## src/rtl/lavm_pkg.sv

```systemverilog
`timescale 1ns / 1ps
// lavm_pkg: shared widths, types and helper functions of the look-at view matrix core
package lavm_pkg;

	localparam int WORD_BITS  = 32;
	localparam int FRAC_BITS  = 16;
	localparam int MUL_BITS   = 32;
	localparam int PROD_BITS  = 2 * MUL_BITS;
	localparam int MAG_BITS   = 64;
	localparam int DIFF_BITS  = WORD_BITS + 1;
	localparam int SCALE_LO   = 29;
	localparam int SCALE_HI   = 30;
	localparam int ROOT_BITS  = 64;
	localparam int SQRT_STEPS = 32;
	localparam int LEN_BITS   = 32;
	localparam int QUO_BITS   = FRAC_BITS + 1;
	localparam int DIV_STEPS  = QUO_BITS;
	localparam int ACC_BITS   = PROD_BITS + 2;
	localparam int CNT_BITS   = $clog2(SQRT_STEPS);
	localparam int IDX_BITS   = 4;
	localparam int CROSS_ISSUES = 6;
	localparam int SQ_ISSUES    = 3;
	localparam int TRANS_ISSUES = 9;
	localparam int LAST_COMP    = 2;

	typedef logic signed [WORD_BITS-1:0] word_t;

	typedef enum logic [1:0] {VS_DIFF, VS_HINT, VS_FWD} vsrc_t;
	typedef enum logic [1:0] {XS_HINT_FWD, XS_FWD_RGT, XS_UPW_FWD} xsel_t;
	typedef enum logic [1:0] {DST_RGT, DST_UPW, DST_FWD} dst_t;
	typedef enum logic [1:0] {MM_CROSS, MM_SQ, MM_TRANS} mmode_t;

	typedef enum logic [2:0] {
		STEP_LA_FWD, STEP_LA_HINT, STEP_LA_RGT, STEP_LA_UPW,
		STEP_FWD, STEP_UPW, STEP_RGT, STEP_SHIFT
	} step_t;

	typedef enum logic [3:0] {
		ST_IDLE, ST_VLOAD, ST_SCALE, ST_HINT_WR, ST_SQ, ST_ROOT_INIT, ST_ROOT,
		ST_DIV_INIT, ST_DIV_RUN, ST_DIV_WR, ST_ZERO_WR, ST_CROSS, ST_XSHIFT,
		ST_TRANS, ST_OUT
	} state_t;

	typedef struct packed {
		logic                load;
		logic                vload;
		vsrc_t               vsrc;
		logic                scale;
		logic                hint_wr;
		logic                mul_go;
		mmode_t              mmode;
		xsel_t               xsel;
		logic [IDX_BITS-1:0] idx;
		logic                root_init;
		logic                root_step;
		logic                div_init;
		logic                div_step;
		logic [1:0]          comp;
		logic                div_wr;
		logic                zero_wr;
		logic                xs_wr;
		dst_t                dst;
		logic                out_load;
	} cmd_t;

	typedef struct packed {
		logic v_zero;
		logic scale_ok;
	} sts_t;

	// magnitude of a signed word (most negative value maps to 2^(W-1))
	function automatic logic [WORD_BITS-1:0] to_mag(word_t v);
		logic [WORD_BITS-1:0] u;
		u = v;
		return v[WORD_BITS-1] ? (~u + 1'b1) : u;
	endfunction

	// limit a magnitude to 2^(MUL_BITS-1) before the cross products
	function automatic logic [MUL_BITS-1:0] clamp_mul(logic [WORD_BITS-1:0] mag);
		logic [WORD_BITS-1:0] lim;
		lim = WORD_BITS'(1) << (MUL_BITS - 1);
		return (mag > lim) ? MUL_BITS'(lim) : MUL_BITS'(mag);
	endfunction

	// sign-magnitude to signed word, saturating
	function automatic word_t sat_mag(logic neg, logic [MAG_BITS-1:0] mag);
		logic [MAG_BITS-1:0] lim;
		word_t r;
		if (neg) begin
			lim = MAG_BITS'(1) << (WORD_BITS - 1);
			r = (mag > lim) ? {1'b1, {(WORD_BITS-1){1'b0}}}
			                : word_t'(~mag[WORD_BITS-1:0] + 1'b1);
		end else begin
			lim = (MAG_BITS'(1) << (WORD_BITS - 1)) - 1'b1;
			r = (mag > lim) ? {1'b0, {(WORD_BITS-1){1'b1}}} : word_t'(mag[WORD_BITS-1:0]);
		end
		return r;
	endfunction

	// component of the first operand used by cross product term idx
	function automatic logic [1:0] cross_a_comp(logic [IDX_BITS-1:0] idx);
		logic [1:0] c;
		case (idx)
			4'd0: c = 2'd1;
			4'd1: c = 2'd2;
			4'd2: c = 2'd2;
			4'd3: c = 2'd0;
			4'd4: c = 2'd0;
			4'd5: c = 2'd1;
			default: c = 2'd0;
		endcase
		return c;
	endfunction

	// component of the second operand used by cross product term idx
	function automatic logic [1:0] cross_b_comp(logic [IDX_BITS-1:0] idx);
		logic [1:0] c;
		case (idx)
			4'd0: c = 2'd2;
			4'd1: c = 2'd1;
			4'd2: c = 2'd0;
			4'd3: c = 2'd2;
			4'd4: c = 2'd1;
			4'd5: c = 2'd0;
			default: c = 2'd0;
		endcase
		return c;
	endfunction

	function automatic logic [1:0] trans_axis(logic [IDX_BITS-1:0] idx);
		logic [1:0] a;
		case (idx)
			4'd0, 4'd1, 4'd2: a = 2'd0;
			4'd3, 4'd4, 4'd5: a = 2'd1;
			default:          a = 2'd2;
		endcase
		return a;
	endfunction

	function automatic logic [1:0] trans_comp(logic [IDX_BITS-1:0] idx);
		logic [1:0] c;
		case (idx)
			4'd0, 4'd3, 4'd6: c = 2'd0;
			4'd1, 4'd4, 4'd7: c = 2'd1;
			default:          c = 2'd2;
		endcase
		return c;
	endfunction

endpackage

```

## src/rtl/lavm_ctrl.sv

```systemverilog
`timescale 1ns / 1ps
// lavm_ctrl: sequencer that walks the datapath through basis build, normalize and translate
module lavm_ctrl (
	input  logic            clk,
	input  logic            arst_n,
	input  logic            in_valid,
	output logic            in_ready,
	input  logic            operation,
	output logic            out_valid,
	input  logic            out_ready,
	input  lavm_pkg::sts_t  sts,
	output lavm_pkg::cmd_t  cmd
);
	import lavm_pkg::*;

	state_t              state_q, state_d;
	step_t               step_q, step_d;
	logic [CNT_BITS-1:0] cnt_q, cnt_d;
	logic [1:0]          comp_q, comp_d;
	logic                out_valid_q;

	function automatic state_t first_state(step_t s);
		state_t r;
		case (s)
			STEP_LA_FWD, STEP_LA_HINT, STEP_FWD: r = ST_VLOAD;
			STEP_SHIFT:                          r = ST_TRANS;
			default:                             r = ST_CROSS;
		endcase
		return r;
	endfunction

	always_ff @(posedge clk or negedge arst_n) begin
		if (!arst_n) begin
			state_q     <= ST_IDLE;
			step_q      <= STEP_LA_FWD;
			cnt_q       <= '0;
			comp_q      <= '0;
			out_valid_q <= 1'b0;
		end else begin
			state_q <= state_d;
			step_q  <= step_d;
			cnt_q   <= cnt_d;
			comp_q  <= comp_d;
			if (cmd.out_load) begin
				out_valid_q <= 1'b1;
			end else if (out_ready) begin
				out_valid_q <= 1'b0;
			end
		end
	end

	assign out_valid = out_valid_q;

	always_comb begin
		state_d  = state_q;
		step_d   = step_q;
		cnt_d    = cnt_q;
		comp_d   = comp_q;
		in_ready = 1'b0;
		cmd      = '0;
		cmd.idx  = cnt_q[IDX_BITS-1:0];
		cmd.comp = comp_q;

		case (step_q)
			STEP_LA_FWD:  cmd.vsrc = VS_DIFF;
			STEP_LA_HINT: cmd.vsrc = VS_HINT;
			default:      cmd.vsrc = VS_FWD;
		endcase
		case (step_q)
			STEP_LA_RGT: cmd.xsel = XS_HINT_FWD;
			STEP_RGT:    cmd.xsel = XS_UPW_FWD;
			default:     cmd.xsel = XS_FWD_RGT;
		endcase
		case (step_q)
			STEP_LA_FWD, STEP_FWD: cmd.dst = DST_FWD;
			STEP_LA_RGT, STEP_RGT: cmd.dst = DST_RGT;
			default:               cmd.dst = DST_UPW;
		endcase

		case (state_q)
			ST_IDLE: begin
				in_ready = 1'b1;
				if (in_valid) begin
					cmd.load = 1'b1;
					step_d   = operation ? STEP_FWD : STEP_LA_FWD;
					state_d  = first_state(step_d);
					cnt_d    = '0;
				end
			end
			ST_VLOAD: begin
				cmd.vload = 1'b1;
				state_d   = ST_SCALE;
			end
			ST_SCALE: begin
				cnt_d = '0;
				if (sts.v_zero) begin
					state_d = (step_q == STEP_LA_HINT) ? ST_HINT_WR : ST_ZERO_WR;
				end else if (sts.scale_ok) begin
					state_d = (step_q == STEP_LA_HINT) ? ST_HINT_WR : ST_SQ;
				end else begin
					cmd.scale = 1'b1;
				end
			end
			ST_HINT_WR, ST_ZERO_WR, ST_XSHIFT: begin
				cmd.hint_wr = (state_q == ST_HINT_WR);
				cmd.zero_wr = (state_q == ST_ZERO_WR);
				cmd.xs_wr   = (state_q == ST_XSHIFT);
				step_d      = step_t'(3'(step_q) + 3'd1);
				state_d     = first_state(step_d);
				cnt_d       = '0;
			end
			ST_SQ: begin
				cmd.mmode  = MM_SQ;
				cmd.mul_go = (cnt_q < CNT_BITS'(SQ_ISSUES));
				if (cnt_q == CNT_BITS'(SQ_ISSUES)) begin
					state_d = ST_ROOT_INIT;
				end else begin
					cnt_d = cnt_q + 1'b1;
				end
			end
			ST_ROOT_INIT: begin
				cmd.root_init = 1'b1;
				cnt_d         = '0;
				state_d       = ST_ROOT;
			end
			ST_ROOT: begin
				cmd.root_step = 1'b1;
				if (cnt_q == CNT_BITS'(SQRT_STEPS - 1)) begin
					comp_d  = '0;
					state_d = ST_DIV_INIT;
				end else begin
					cnt_d = cnt_q + 1'b1;
				end
			end
			ST_DIV_INIT: begin
				cmd.div_init = 1'b1;
				cnt_d        = '0;
				state_d      = ST_DIV_RUN;
			end
			ST_DIV_RUN: begin
				cmd.div_step = 1'b1;
				if (cnt_q == CNT_BITS'(DIV_STEPS - 1)) begin
					state_d = ST_DIV_WR;
				end else begin
					cnt_d = cnt_q + 1'b1;
				end
			end
			ST_DIV_WR: begin
				cmd.div_wr = 1'b1;
				if (comp_q == 2'(LAST_COMP)) begin
					step_d  = step_t'(3'(step_q) + 3'd1);
					state_d = first_state(step_d);
					cnt_d   = '0;
				end else begin
					comp_d  = comp_q + 1'b1;
					state_d = ST_DIV_INIT;
				end
			end
			ST_CROSS: begin
				cmd.mmode  = MM_CROSS;
				cmd.mul_go = (cnt_q < CNT_BITS'(CROSS_ISSUES));
				if (cnt_q == CNT_BITS'(CROSS_ISSUES)) begin
					cnt_d   = '0;
					state_d = (step_q == STEP_LA_UPW || step_q == STEP_RGT) ? ST_XSHIFT
					                                                        : ST_SCALE;
				end else begin
					cnt_d = cnt_q + 1'b1;
				end
			end
			ST_TRANS: begin
				cmd.mmode  = MM_TRANS;
				cmd.mul_go = (cnt_q < CNT_BITS'(TRANS_ISSUES));
				if (cnt_q == CNT_BITS'(TRANS_ISSUES)) begin
					state_d = ST_OUT;
				end else begin
					cnt_d = cnt_q + 1'b1;
				end
			end
			ST_OUT: begin
				if (!out_valid_q || out_ready) begin
					cmd.out_load = 1'b1;
					state_d      = ST_IDLE;
				end
			end
			default: begin
				state_d = ST_IDLE;
			end
		endcase
	end

endmodule

```

## config.mk

```make
export PLATFORM = sky130hd
export DESIGN_NAME = lavm_ctrl
export DESIGN_NICKNAME = d
export VERILOG_FILES = /design/src/rtl/lavm_pkg.sv /design/src/rtl/lavm_ctrl.sv
export SDC_FILE = /design/constraint.sdc
export NUM_CORES = 1
export LEC_CHECK = 0
export ABC_AREA = 1
export BUFFER_PORTS_ARGS = -buffer_cell sky130_fd_sc_hd__buf_4
export CORE_ASPECT_RATIO = 0.9
export CORE_UTILIZATION = 45
export CTS_BUF_LIST = sky130_fd_sc_hd__clkbuf_4
export DETAILED_ROUTE_END_ITERATION = 6
export PLACE_DENSITY_LB_ADDON = 0.12
export SLEW_MARGIN = 20
export SYNTH_ARGS = -nofsm -noshare
export SYNTH_HDL_FRONTEND = slang
export SYNTH_SLANG_ARGS = --single-unit
```

## constraint.sdc

```tcl
create_clock -name clk -period 1.8 [get_ports clk]
set_clock_uncertainty 0.05 [all_clocks]
set_input_delay 0.36 -clock clk [delete_from_list [all_inputs] [get_ports clk]]
set_output_delay 0.36 -clock clk [all_outputs]
set_load 0.02 [all_outputs]
```

==> results of run 1 <==
[cell type report]
class / instances / area, µm² / share of cell area
Multi-Input combinational cell: 206 / 1130 / 0.524
Inverter: 34 / 135 / 0.0629
Tap cell: 42 / 52.6 / 0.0245
Clock inverter: 1 / 5.00 / 0.00233
Clock buffer: 3 / 22.5 / 0.0105
Timing Repair Buffer: 54 / 423 / 0.197
Sequential cell: 15 / 383 / 0.178
[stage by stage]
stage,hold WS [ns],instances
6_report,0.204,355
5_1_grt,0.243,355
4_1_cts,0.195,351
3_5_place_dp,0.172,344
3_3_place_gp,0.173,344
2_1_floorplan,0.0144,261
[worst max path at each step]
| stage | slack [ns] | endpoint |
|---|---|---|
| floorplan | 0.02 | cmd[20] |
| global placement | 0.1 | cnt_q[3]$_DFFE_PN0P_ |
| detailed placement | 0.05 | cnt_q[1]$_DFFE_PN0P_ |
| CTS | -0.08 | cmd[26] |
| global route | -0.10 | cmd[20] |
| finish | -0.04 | cmd[20] |
[flip-flops by register name (all words and copies together) (netlist names)]
name       count
cnt_q          5
state_q        4
step_q         3
comp_q         2
out_valid      1
[cells in the final DEF, fill, tap and decap left out, drive strengths merged]
cell / count
nand4: 3
nand2: 110
a21oi: 1
clkbuf: 3
clkinv: 2
inv: 33
o2111ai: 1
nand3b: 1
nor3: 2
ha: 11
nand3: 28
o21ai: 10
dfrtp: 15
dlygate4sd3: 1
nor2: 38
buf: 53
xor2: 1
[cell usage after synthesis, drive strengths merged]
cell	count	area, µm²
nand2	110	423
nand3	28	140
a21oi	1	5.00
nor2	38	158
o21ai	10	50.0
nand4	3	18.8
o2111ai	1	8.76
nand3b	1	11.3
clkbuf	1	3.75
inv	34	128
xor2	1	8.76
nor3	2	10.0
dfrtp	15	375
buf	5	35.0
ha	11	138
[routing by layer]
| metal | GRT usage | wire length (µm) | vias to the layer above |
|---|---|---|---|
| li1 | - | - | 914 |
| met1 | 0.394 | 2010 | 790 |
| met2 | 0.349 | 1750 | 54 |
| met3 | 0.0220 | 299 | 8 |
| met4 | 0.0897 | 74 | 0 |
| met5 | 0 | 0 | - |
[cell families (layout without fill, tap and decap cells)]
group,count (synthesis),after routing,share of synthesized area
DFF,15,15,0.248
xor gates and xnor gates,1,1,0.00579
AOI/OAI and AO/OA,12,12,0.0422
adders and majority gates,11,11,0.0910
buffers and inverters,40,92,0.110
and+or+nand+nor,182,182,0.503
[power breakdown]
part	switching (mW)	leakage (nW)	total (mW)	internal [mW]
sequential	0.0000000000000000613	0.169	0.337	0.337
combinational	0.0116	1.07	0.0231	0.0115
clock	0.106	0.0177	0.188	0.0827
total	0.117	1.25	0.548	0.431
[what timing repair did]
action                                  CTS  global route
hold buffers                              1             0
pin swaps                                 2             6
resized for setup                        20            41
cloned                                    0             0
hold endpoints to repair                 15             0
endpoints found under the setup margin   10            23
setup buffers                             2             4
==> flow_summary_export.csv, run 1 <==
group,metric,value,unit
placement,portBuffers,35,
critical_path,path_class,"flop to output pin",
critical_path,timing.critical_path.mode_cell,"buf_6",
global_route,antenna_found_initial,0,
critical_path,cp_num_cells,6,
sta,finalMaxSlewViolations,0,
critical_path,path_delay_family,"flip-flops",
placement,detailed_place.area,0.00188,mm²
critical_path,worstReg2RegEnd,"state_q[2]$_DFFE_PN0P_",
route,ant_nets,0,
die,die_h,57.0,µm
placement,finalWeightedCongestion,0.918,
critical_path,rrSetupSlack,0.15,ns
yosys,avgSynthCellArea,5.80,µm²
die,io_pins,36,
clock_tree,clkSlewWorstSetupHoldPaths,0.09,ns
sta,fin_setup_tns,-0.0463,ns
critical_path,cp-start-kind,"flop",
global_route,grt_max_degree,16,
finish,areaGrowthSynthToFinish,41.9,%
die,dieArea,0.00360,mm²
finish,fillers,307,
finish,design_area,0.00215,mm²
clock_tree,tritoncts,"yes",
sta,fmax,0.543,GHz
sta,finalHoldViolCount,0,
route,drc,0,
placement,hpwl,3.30,mm
clock_tree,cts_buffers,3,
clock_tree,htree_num_levels,1,
critical_path,crit_buf_inv,2,
hold_path,whs_path_depth,2,
power_and_ir_drop,ir_worst_vdd,342,µV
die,core,0.00314,mm²
critical_path,rr_worst_depth,12,
route,vias,1766,
sta,rsz0062_at_grt,"yes",
yosys,syn_area,0.00151,mm²
hold_path,min_from,"out_ready",
yosys,syn_nets,279,
die,dieWidth,63.1,µm
route,firstDrtPassIters,4,
yosys,ys_ff_latch,15,
route,drtIter0Drc,119,
critical_path,end_kind,"output pin",
finish,post-route-util,0.684,
critical_path,required,1.39,ns
critical_path,cp_cell_sequence,"buf_6, nand2_8, nor2_4, o2111ai_2, nand3_2, buf_6",
clock_tree,cts.path.max_buffers,2,
global_route,grt_usage,0.249,
route,viasPerCell,4.97,
sta,fin_crit,1.84,ns
hold_path,hold_path_class,"input port to flop",
global_route,grt_pass1_wl,6.99,mm
yosys,yosys_warnings,0,
critical_path,crit_fanout,7,
hold_path,hold_end,"out_valid$_DFFE_PN0P_",
power_and_ir_drop,p_per_area,255,mW/mm²
route,drt_wl_total,4.14,mm
clock_tree,cts-root-buf,"clkbuf_4",
finish,drive_above_1_share,0.345,
die,fp-row-count,19,
power_and_ir_drop,power.total,0.548,mW
outcome,violations,"setup timing",
critical_path,slowest_stage,"dfrtp_2",
route,wire_per_inst,11.7,µm
sta,worst_pin_slew,0.287,ns
clock_tree,clock_latency,0.29,ns
yosys,syn_inst,261,
global_route,grt.overflow.total,0,
yosys,synth.distinct_cells,20,
run,drv_cap,0,
critical_path,crit_arrival,1.43,ns
critical_path,timing.rr.start,"cnt_q[1]$_DFFE_PN0P_",
power_and_ir_drop,power_leakage,1.25,nW
sta,slew-limit-headroom,0.809,
sta,worst_slack,-0.0403,ns
critical_path,cpPeakStageDelay,0.48,ns
clock_tree,cts_sinks,15,
finish,n_antenna_cell,0,
global_route,grt_pass1_vias,1515,
die,start_util,0.482,
sta,finalCritPeriodShare,1.02,
outcome,status,"finished, violations left",
yosys,ys_seq_area_frac,0.248,
finish,final_nets,332,
critical_path,crit_start,"state_q[2]$_DFFE_PN0P_",
sta,finalSetupViolCount,3,
placement,place_ws,0.0473,ns
(Power assumes the default switching activity.)
==> run 2: changes to the inputs <==
--- a/config.mk
+++ b/config.mk
@@ -8,7 +8,7 @@
 export ABC_AREA = 1
 export BUFFER_PORTS_ARGS = -buffer_cell sky130_fd_sc_hd__buf_4
 export CORE_ASPECT_RATIO = 0.9
-export CORE_UTILIZATION = 45
+export CORE_UTILIZATION = 44
 export CTS_BUF_LIST = sky130_fd_sc_hd__clkbuf_4
 export DETAILED_ROUTE_END_ITERATION = 6
 export PLACE_DENSITY_LB_ADDON = 0.12
==> flow_summary_export.csv, run 2 (synthesized netlist as in run 1, its figures left out) <==
group,metric,value,unit
sta,fin_crit,1.88,ns
hold_path,hold_path_class,"input port to flop",
finish,regMostFlops,"cnt_q",
critical_path,cp_cell_sequence,"inv_4, nand2_2, nor2_1, buf_4",
critical_path,crit_arrival,1.47,ns
finish,final_nets,333,
power_and_ir_drop,ir_worst_vdd,428,µV
die,dieArea,0.00368,mm²
critical_path,path_delay_family,"flip-flops",
critical_path,end_kind,"output pin",
finish,design_area,0.00213,mm²
sta,finalMaxSlewViolations,0,
finish,areaGrowthSynthToFinish,40.7,%
route,vias,1842,
sta,finalHoldViolCount,0,
power_and_ir_drop,p_per_area,260,mW/mm²
power_and_ir_drop,power.total,0.554,mW
route,drt_wl_total,4.49,mm
sta,rsz0062_at_grt,"yes",
placement,detailed_place.area,0.00188,mm²
sta,slew-limit-headroom,0.769,
finish,n_antenna_cell,0,
critical_path,crit_buf_inv,2,
global_route,antenna_found_initial,0,
critical_path,required,1.39,ns
outcome,status,"finished, violations left",
route,drtIter0Drc,125,
finish,final_cell_mix,"nand2_1 (94), buf_4 (49), nand3_1 (27)",
global_route,grt.overflow.total,0,
finish,largest_reg_flops,5,
clock_tree,htree_num_levels,1,
critical_path,cpPeakStageDelay,0.48,ns
critical_path,path_class,"flop to output pin",
placement,place_ws,0.0708,ns
placement,finalWeightedCongestion,0.949,
route,firstDrtPassIters,5,
sta,worst_slack,-0.0772,ns
power_and_ir_drop,power_leakage,1.27,nW
clock_tree,cts-root-buf,"clkbuf_4",
placement,hpwl,3.25,mm
clock_tree,clock_latency,0.28,ns
die,io_pins,36,
finish,largestRegisters,"cnt_q x5, state_q x4, step_q x3",
finish,final_common_cell,"nand2_1",
route,ant_nets,0,
clock_tree,clkSlewWorstSetupHoldPaths,0.09,ns
sta,finalCritPeriodShare,1.04,
finish,drive_above_1_share,0.338,
route,viasPerCell,5.17,
die,die_h,57.6,µm
clock_tree,tritoncts,"yes",
die,dieWidth,63.8,µm
route,wire_per_inst,12.6,µm
critical_path,slowest_stage,"dfrtp_2",
global_route,grt_usage,0.243,
clock_tree,cts_sinks,15,
clock_tree,cts_buffers,3,
global_route,grt_pass1_vias,1509,
finish,multi_input_area,0.00110,mm²
route,drc,0,
sta,fmax,0.533,GHz
run,drv_cap,0,
placement,portBuffers,35,
global_route,grt_max_degree,16,
die,core,0.00316,mm²
die,start_util,0.478,
critical_path,crit_fanout,6,
finish,seqCellArea,382,µm²
die,fp-row-count,19,
finish,fillers,300,
global_route,grt_pass1_wl,6.93,mm
sta,worst_pin_slew,0.346,ns
clock_tree,cts.path.max_buffers,2,
outcome,violations,"setup timing",
sta,finalSetupViolCount,8,
critical_path,cp-start-kind,"flop",
[run 2: final cells by class]
type	count	share of cell area
multi-input cells	206	0.517
repair buffers	55	0.204
flip-flops and latches	15	0.179
clock inverters	1	0.00235
inverters	34	0.0623
well taps	42	0.0247
clock buffers	3	0.0106
[run 2: routing by layer]
layer	up-vias	wire length [µm]	GRT usage
met3	11	253	0.0217
met5	-	0	0
met1	840	2290	0.394
met4	0	87	0.0714
met2	75	1860	0.336
li1	916	-	-
[run 2: per-stage QoR]
| stage | utilization | std cells | TNS, ns | hold WS (ns) |
|---|---|---|---|---|
| 2_1_floorplan | - | 261 | 0 | 0.0144 |
| 3_3_place_gp | 0.594 | 344 | 0 | 0.175 |
| 3_5_place_dp | 0.594 | 344 | 0 | 0.174 |
| 4_1_cts | 0.626 | 351 | -0.139 | 0.206 |
| 5_1_grt | 0.673 | 356 | -1.08 | 0.220 |
| 6_report | 0.673 | 356 | -0.315 | 0.208 |
[run 2: worst paths after layout]
kind | startpoint | endpoint | slack (ns) | cells past startpoint
min in group asynchronous | arst_n | comp_q[0]$_DFFE_PN0P_ | 0.41 | 2
max in group asynchronous | arst_n | cnt_q[2]$_DFFE_PN0P_ | 1.10 | 2
worst min-delay path | out_ready | out_valid$_DFFE_PN0P_ | 0.21 | 2
worst max register to register | cnt_q[0]$_DFFE_PN0P_ | state_q[1]$_DFFE_PN0P_ | 0.08 | 12
worst min register to register | comp_q[0]$_DFFE_PN0P_ | comp_q[0]$_DFFE_PN0P_ | 0.49 | 1
worst max-delay path | state_q[1]$_DFFE_PN0P_ | cmd[8] | -0.08 | 4
[run 2: what timing repair did]
action / in CTS / in global routing
endpoints found under the hold margin: 15 / 0
endpoints found under the setup margin: 10 / 22
gates resized for setup: 19 / 36
hold buffers: 1 / 0
pin swaps: 1 / 11
setup buffers: 2 / 5
[run 2: power breakdown]
group	total [mW]	switching, mW	internal, mW	leakage [nW]
sequential	0.337	0.0000000000000000611	0.337	0.168
combinational	0.0234	0.0119	0.0115	1.09
clock	0.194	0.111	0.0826	0.0177
total	0.554	0.123	0.431	1.27
